[config.mk]
export PLATFORM = sky130hd
export DESIGN_NAME = char_lcd_expander_nibble_sequencer
export DESIGN_NICKNAME = d
export VERILOG_FILES = /design/src/hdl/clcd_pkg.sv /design/src/hdl/clcd_dabble.sv /design/src/hdl/char_lcd_expander_nibble_sequencer.sv
export SDC_FILE = /design/constraint.sdc
export NUM_CORES = 1
export LEC_CHECK = 0
export BUFFER_PORTS_ARGS = -buffer_cell sky130_fd_sc_hd__buf_4
export CORE_MARGIN = 1
export CORE_UTILIZATION = 40
export CTS_CLUSTER_DIAMETER = 30
export DETAILED_ROUTE_END_ITERATION = 10
export PLACE_DENSITY_LB_ADDON = 0.05
export REMOVE_ABC_BUFFERS = 1
export SLEW_MARGIN = 20
export SYNTH_ARGS = -nofsm -noshare
export SYNTH_HDL_FRONTEND = slang
export SYNTH_HIERARCHICAL = 1
export SYNTH_SLANG_ARGS = --single-unit
[constraint.sdc]
create_clock -name i_clk -period 4.2 [get_ports i_clk]
set_clock_uncertainty 0.2 [all_clocks]
set_input_delay 0.84 -clock i_clk [delete_from_list [all_inputs] [get_ports i_clk]]
set_output_delay 0.84 -clock i_clk [all_outputs]
set_load 0.02 [all_outputs]
[src/hdl/clcd_pkg.sv]
package clcd_pkg;

    // Display geometry and number formatting
    localparam int LINE_LENGTH = 16;
    localparam int MAX_DIGITS  = 10;
    localparam int NUM_W       = 31;
    localparam int BCD_W       = 4 * MAX_DIGITS;
    localparam int LEFT_W      = $clog2(MAX_DIGITS + 1);

    // Expander and controller constants
    localparam logic [7:0] EXP_ADDR_RESET = 8'd78;
    localparam logic [7:0] ROW1_BASE      = 8'h40;
    localparam logic [7:0] ROW2_BASE      = 8'h10;
    localparam logic [7:0] ROW3_BASE      = 8'h50;
    localparam logic [7:0] CMD_SET_DDRAM  = 8'h80;
    localparam logic [7:0] ASCII_ZERO     = 8'h30;

    // Request codes
    typedef enum logic [1:0] {
        OP_CHAR   = 2'd0,
        OP_CMD    = 2'd1,
        OP_CURSOR = 2'd2,
        OP_NUMBER = 2'd3
    } t_op;

    // Shift-and-add-3 correction of one BCD digit
    function automatic logic [3:0] f_dabble_adj(input logic [3:0] d);
        logic [3:0] r;
        r = (d >= 4'd5) ? (d + 4'd3) : d;
        return r;
    endfunction

endpackage

[src/hdl/clcd_dabble.sv]
// Bit-serial binary to BCD converter, one input bit per cycle
module clcd_dabble
    import clcd_pkg::*;
(
    input  logic             i_clk,
    input  logic             i_rst_n,
    input  logic             i_start,
    input  logic [NUM_W-1:0] i_value,
    output logic             o_done,
    output logic [BCD_W-1:0] o_bcd
);

    localparam int CNT_W = $clog2(NUM_W);

    logic             r_run;
    logic             r_done;
    logic [CNT_W-1:0] r_cnt;
    logic [NUM_W-1:0] r_bin;
    logic [BCD_W-1:0] r_bcd;
    logic [BCD_W-1:0] adj;

    // Per-digit add-3 correction before each shift
    for (genvar g = 0; g < MAX_DIGITS; g++) begin : g_adj
        assign adj[4*g +: 4] = f_dabble_adj(r_bcd[4*g +: 4]);
    end

    // Control
    always_ff @(posedge i_clk) begin
        if (!i_rst_n) begin
            r_run  <= 1'b0;
            r_done <= 1'b0;
            r_cnt  <= '0;
        end else begin
            r_done <= 1'b0;
            if (i_start) begin
                r_run <= 1'b1;
                r_cnt <= CNT_W'(NUM_W - 1);
            end else if (r_run) begin
                r_cnt <= r_cnt - 1'b1;
                if (r_cnt == '0) begin
                    r_run  <= 1'b0;
                    r_done <= 1'b1;
                end
            end
        end
    end

    // Shift registers
    always_ff @(posedge i_clk) begin
        if (i_start) begin
            r_bin <= i_value;
            r_bcd <= '0;
        end else if (r_run) begin
            r_bin <= {r_bin[NUM_W-2:0], 1'b0};
            r_bcd <= {adj[BCD_W-2:0], r_bin[NUM_W-1]};
        end
    end

    assign o_done = r_done;
    assign o_bcd  = r_bcd;

`ifndef SYNTHESIS
    a_start_runs: assert property (@(posedge i_clk) disable iff (!i_rst_n)
        i_start |=> r_run)
        else $error("converter did not start");
    a_done_pulse: assert property (@(posedge i_clk) disable iff (!i_rst_n)
        o_done |=> !o_done)
        else $error("done longer than one cycle");
    a_last_bit: assert property (@(posedge i_clk) disable iff (!i_rst_n)
        (r_run && !i_start && r_cnt == '0) |=> (o_done && !r_run))
        else $error("conversion did not finish after last bit");
`endif

endmodule

[src/hdl/char_lcd_expander_nibble_sequencer.sv]
// Turns display requests into expander frames for a 4-bit character display.
// Character, command and cursor requests give one result in the cycle after
// start is taken, and busy stays low, so one of these may be issued every
// cycle. A number request raises busy while the bit-serial BCD converter
// runs (31 shifts, one bit of the number per cycle, then the hand-over of
// the digits), while the scan drops each suppressed leading zero and then
// leaves, and while the digits go out at one result per cycle; suppressed
// zeros and printed digits always add up to ten. The last digit is on the
// outputs in the same cycle that busy falls. Results appear on o_strobe for
// a single cycle and cannot be held off. The configuration channel is always
// ready; write it only while busy is low and no result is pending.
module char_lcd_expander_nibble_sequencer
    import clcd_pkg::*;
#(
    parameter int P_LINE_LENGTH = LINE_LENGTH
)
(
    input  logic             i_clk,
    input  logic             i_rst_n,
    input  logic             start,
    output logic             busy,
    input  logic [1:0]       i_op,
    input  logic [7:0]       i_byte_value,
    input  logic [2:0]       i_row,
    input  logic [7:0]       i_column,
    input  logic [NUM_W-1:0] i_number_value,
    input  logic             i_cfg_valid,
    output logic             o_cfg_ready,
    input  logic [7:0]       i_cfg_data,
    output logic             o_strobe,
    output logic [7:0]       o_target_address,
    output logic [7:0]       o_frame_0,
    output logic [7:0]       o_frame_1,
    output logic [7:0]       o_frame_2,
    output logic [7:0]       o_frame_3,
    output logic [7:0]       o_frame_4,
    output logic [7:0]       o_frame_5,
    output logic [7:0]       o_frame_6,
    output logic             o_last_of_run
);

    typedef enum logic [3:0] {
        S_IDLE = 4'b0001,
        S_CONV = 4'b0010,
        S_SKIP = 4'b0100,
        S_EMIT = 4'b1000
    } t_state;

    t_state              r_state, n_state;
    logic                r_strobe, n_strobe;
    logic [LEFT_W-1:0]   r_left, n_left;
    logic [BCD_W-1:0]    r_digits, n_digits;
    logic                r_rs, n_rs;
    logic [7:0]          r_val, n_val;
    logic                r_last, n_last;
    logic [7:0]          r_addr, n_addr;
    logic [7:0]          r_exp_addr;

    logic                accept;
    logic                conv_start;
    logic                conv_done;
    logic [BCD_W-1:0]    conv_bcd;
    logic [7:0]          row_base;
    logic [7:0]          cur_addr;
    logic [7:0]          cur_cmd;
    logic [3:0]          top_digit;
    t_op                 op;

    assign op         = t_op'(i_op);
    assign accept     = start && !busy;
    assign conv_start = accept && (op == OP_NUMBER);
    assign top_digit  = r_digits[BCD_W-1 -: 4];

    // Configuration register
    assign o_cfg_ready = 1'b1;
    always_ff @(posedge i_clk) begin
        if (!i_rst_n) begin
            r_exp_addr <= EXP_ADDR_RESET;
        end else if (i_cfg_valid && o_cfg_ready) begin
            r_exp_addr <= i_cfg_data;
        end
    end

    // Decimal digit source
    clcd_dabble u_dabble (
        .i_clk   (i_clk),
        .i_rst_n (i_rst_n),
        .i_start (conv_start),
        .i_value (i_number_value),
        .o_done  (conv_done),
        .o_bcd   (conv_bcd)
    );

    // Cursor address command
    always_comb begin
        unique case (i_row)
            3'd1:    row_base = ROW1_BASE;
            3'd2:    row_base = ROW2_BASE;
            3'd3:    row_base = ROW3_BASE;
            default: row_base = 8'h00;
        endcase
        cur_addr = row_base + ((i_column <= 8'(P_LINE_LENGTH)) ? i_column : 8'h00);
        cur_cmd  = CMD_SET_DDRAM | {1'b0, cur_addr[6:0]};
    end

    // Sequencer next state
    always_comb begin
        n_state  = r_state;
        n_strobe = 1'b0;
        n_left   = r_left;
        n_digits = r_digits;
        n_rs     = r_rs;
        n_val    = r_val;
        n_last   = r_last;
        n_addr   = r_addr;
        unique case (r_state)
            S_IDLE: begin
                if (accept) begin
                    if (op == OP_NUMBER) begin
                        n_state = S_CONV;
                    end else begin
                        n_strobe = 1'b1;
                        n_rs     = (op == OP_CHAR);
                        n_val    = (op == OP_CURSOR) ? cur_cmd : i_byte_value;
                        n_last   = 1'b1;
                        n_addr   = r_exp_addr;
                    end
                end
            end
            S_CONV: begin
                if (conv_done) begin
                    n_digits = conv_bcd;
                    n_left   = LEFT_W'(MAX_DIGITS);
                    n_state  = S_SKIP;
                end
            end
            S_SKIP: begin
                // drop leading zeros, always keep the final digit
                if (r_left > LEFT_W'(1) && top_digit == 4'd0) begin
                    n_digits = {r_digits[BCD_W-5:0], 4'd0};
                    n_left   = r_left - 1'b1;
                end else begin
                    n_state = S_EMIT;
                end
            end
            S_EMIT: begin
                n_strobe = 1'b1;
                n_rs     = 1'b1;
                n_val    = ASCII_ZERO | {4'd0, top_digit};
                n_last   = (r_left == LEFT_W'(1));
                n_addr   = r_exp_addr;
                n_digits = {r_digits[BCD_W-5:0], 4'd0};
                n_left   = r_left - 1'b1;
                if (r_left == LEFT_W'(1)) begin
                    n_state = S_IDLE;
                end
            end
            default: n_state = S_IDLE;
        endcase
    end

    // Control registers
    always_ff @(posedge i_clk) begin
        if (!i_rst_n) begin
            r_state  <= S_IDLE;
            r_strobe <= 1'b0;
            r_left   <= '0;
        end else begin
            r_state  <= n_state;
            r_strobe <= n_strobe;
            r_left   <= n_left;
        end
    end

    // Payload registers
    always_ff @(posedge i_clk) begin
        r_digits <= n_digits;
        r_rs     <= n_rs;
        r_val    <= n_val;
        r_last   <= n_last;
        r_addr   <= n_addr;
    end

    // Frame build: high nibble strobe, then low nibble strobe
    assign busy             = (r_state != S_IDLE);
    assign o_strobe         = r_strobe;
    assign o_target_address = r_addr;
    assign o_frame_0        = {4'h0, 1'b1, 1'b0, 1'b0, r_rs};
    assign o_frame_1        = {4'h0, 1'b1, 1'b1, 1'b0, r_rs};
    assign o_frame_2        = {r_val[7:4], 1'b1, 1'b1, 1'b0, r_rs};
    assign o_frame_3        = {r_val[7:4], 1'b1, 1'b0, 1'b0, r_rs};
    assign o_frame_4        = {r_val[7:4], 1'b1, 1'b1, 1'b0, r_rs};
    assign o_frame_5        = {r_val[3:0], 1'b1, 1'b1, 1'b0, r_rs};
    assign o_frame_6        = {r_val[3:0], 1'b1, 1'b0, 1'b0, r_rs};
    assign o_last_of_run    = r_last;

`ifndef SYNTHESIS
    a_single_result: assert property (@(posedge i_clk) disable iff (!i_rst_n)
        (accept && op != OP_NUMBER) |=> (o_strobe && o_last_of_run))
        else $error("single-byte request gave no final result");
    a_digit_range: assert property (@(posedge i_clk) disable iff (!i_rst_n)
        (r_state == S_EMIT) |-> (top_digit <= 4'd9))
        else $error("emitted digit is not decimal");
    a_run_contiguous: assert property (@(posedge i_clk) disable iff (!i_rst_n)
        (o_strobe && !o_last_of_run) |=> o_strobe)
        else $error("digit run broken before its last result");
    a_run_ends_idle: assert property (@(posedge i_clk) disable iff (!i_rst_n)
        (r_state == S_EMIT && r_left == LEFT_W'(1)) |=> (!busy && o_last_of_run))
        else $error("number run did not end on its last digit");
`endif

endmodule

==> out/qor.csv <==
stage;metric;value;unit
run_status;run_status;completed;
detailed_routing;viasPerCell;5.010;
clocking;cts_buffers;17;
power;power.share.clock;0.312;
critical_path;endpoint_kind;register;
synth;synth-async-reset-ratio;0;
clocking;ctsHoldBuffers;0;
clocking;clock_latency;0.43;ns
synth;synth_area;7751;um2
synth;synth_area_leaders;edfxtp_1, dfxtp_1, nand2_1;
synth;synthMostInstantiatedCell;nand2_1;
cells_and_area;final_cell_area;9036;um2
power;p_seq_frac;0.449;
hold_path;min-delay-start;r_exp_addr[2];
detailed_routing;first_iter_violations;360;
timing;max_slew_margin;0.4314;
cells_and_area;drive_above_1_share;0.2374;
die;start_util;0.4116;
hold_path;hold_path_class;register to register;
cells_and_area;final_net_count;927;
flow_run;drv_cap;0;
critical_path;r2r_start;r_state[0];
timing;finalCriticalPeriod;2.839;ns
critical_path;path_buf_inv;1;
critical_path;crit_chain;nor4b_1 > nand2_1 > nor2_4 > buf_4 > mux2_2;
placed_design;dp.cells;1079;
synth;synth-seq-area-share;0.5101;
detailed_routing;drtAntennaViolNets;0;
power;total_power;4580;uW
critical_path;critPathMaxFanout;35;
power;pwr_density_cell;506.8;nW/um2
critical_path;critical_path_class;register to register;
die;ioPinCount;132;
power;swShare;0.3211;
synth;synth_edf_count;89;
power;p_leak;0.003537;uW
cells_and_area;num_antenna_cells;0;
critical_path;crit_path_start_kind;register;
placed_design;portBuffers;101;
placed_design;post-place-ws;1.374;ns
detailed_routing;wl_per_cell;14.25;um
critical_path;crit_family;simple AND/OR/NAND/NOR gates;
critical_path;crit_required;4.17;ns
synth;synth_warnings;6;
cells_and_area;area.growth.synth_to_final;16.58;%
power;p_comb_frac;0.240;
timing;final-max-slew-violation-count;0;
detailed_routing;drt-total-wl;15.84;mm
synth;synthFlopType;edfxtp_1;
global_routing;grt_usage;0.1638;
detailed_routing;drc;0;
timing;fmax;352.2;MHz
timing;tightest_slew;0.8529;ns
synth;synth_cells;765;
timing;setup_viol;0;
detailed_routing;vias;5566;
die;die_area;19940;um2
cells_and_area;multi_input_area;3211;um2
synth;yosysUniqueCellTypes;57;
global_routing;overflow;0;
die;fp-row-count;50;
global_routing;grt_max_degree;55;
placed_design;placed_area;8468;um2
critical_path;crit_slowest_cell;nor4b_1;
detailed_routing;dr.pass1.iters;5;
cells_and_area;seq_area;3955;um2
cells_and_area;fill_cells;1727;
global_routing;antenna_found_initial;0;
critical_path;crit_arrival;2.81;ns
critical_path;crit_path_start;r_state[0];
synth;yosysTopAreaCell;edfxtp_1;
synth;avgSynthCellArea;10.13;um2
timing;setup_slack;1.361;ns
power;p_int;3109;uW
placed_design;place.gp.congestion;0.7357;
clocking;clock_sinks;153;
timing;fin_crit_sh;0.6760;
power;vdd_ir_drop_max;0.3063;mV
die;core;18830;um2
timing;fin_setup_tns;0;ns
clocking;cts_tree;yes;
timing;rsz0062_at_grt;no;
clocking;clockBufferDepth;2;
clocking;cts_resized;0;
clocking;cts_setup_buffers;0;
global_routing;grt_pass1_wl;25.71;mm
synth;post_synth_most_frequent_cells;nand2_1, edfxtp_1, dfxtp_1, buf_4, inv_1;
clocking;root_buffer;clkbuf_16;
synth;synth-seq-cells;153;
critical_path;max_stage_delay;0.49;ns
die;die_w;141.2;um
synth;synth_top_cell_area_share;0.3448;
cells_and_area;instances_no_fill;1111;
power;p_sw;1471;uW
global_routing;grt_pass1_vias;5333;
timing;hold_viol_final;0;
clocking;path_clk_slew;0.06;ns
die;die_h;141.2;um
clocking;h-tree-depth;4;
placed_design;dp_hpwl;10.40;mm
[placed cells by master, fill, tap and decap left out, types with 25 or more instances in the layout]
cell type	netlist	layout
mux2_2	30	30
ha_1	25	25
a21oi_1	31	31
dfxtp_1	64	63
inv_1	46	46
edfxtp_1	89	89
conb_1	2	31
nand2_1	143	143
nor2_1	38	37
buf_4	53	108
[flip-flops by register name (all words and copies together) (netlist names)]
register          cells
o_last_of_run         1
o_strobe              1
o_target_address      8
r_digits             40
r_exp_addr            8
r_left                4
r_rs                  1
r_state               4
r_val                 8
u_dabble/o_bcd       40
u_dabble/o_done       1
u_dabble/r_bin       31
u_dabble/r_cnt        5
u_dabble/r_run        1
[metal layers]
layer	up-vias	part of all wire	GRT usage
li1	2764	-	-
met1	2616	0.46	0.2074
met2	172	0.48	0.2718
met3	14	0.049	0.03635
met4	0	0.011	0.06350
met5	-	0	0
[kinds of logic after synthesis]
family | synth area share
AND/OR/NAND/NOR | 0.1593
flip-flops | 0.5101
AO/OA/AOI/OAI | 0.1332
buffers and inverters | 0.09169
multiplexers | 0.05650
adder cells (fa/ha/maj) | 0.04036
XOR/XNOR | 0.007910
other | 0.0009689
[final cells by class]
type	count	share of cell area
multi-input combinational	512	0.3553
tap	260	0.03600
clock buffer	20	0.05179
clock inverter	12	0.01038
inverter	46	0.01911
timing repair buffer	108	0.08973
sequential	153	0.4377
[worst paths after layout]
| kind | end | slack [ns] | depth (start not counted) |
|---|---|---|---|
| hold / removal | o_target_address[2] | 0.23 | 0 |
| hold reg to reg | o_target_address[2] | 0.23 | 0 |
| setup reg to reg | u_dabble/r_bin[17] | 1.36 | 5 |
| setup / recovery | u_dabble/r_bin[17] | 1.36 | 5 |
[worst reg2reg max path, cell delays in order, from the launching register on]
cell and delay (ns):
dfxtp_1 0.46, nor4b_1 0.49, nand2_1 0.17, nor2_4 0.37, buf_4 0.49, mux2_2 0.41
[through the flow]
stage,utilization,hold WS (ns)
floorplan,-,0.2076
global placement,0.4497,0.2095
detailed placement,0.4497,0.2148
CTS,0.4795,0.2303
global route,0.4799,0.2401
finish,0.4799,0.2291
[power groups by stage]
| stage | Combinational [uW] | Sequential (uW) | Clock, uW |
|---|---|---|---|
| floorplan | 786 | 2050 | 0 |
| global placement | 1030 | 2080 | 0 |
| detailed placement | 1080 | 2080 | 0 |
| CTS | 1090 | 2050 | 1480 |
| global route | 1230 | 2090 | 1540 |
| finish | 1100 | 2050 | 1430 |
Note: power is estimated with default switching activity, not from simulation.
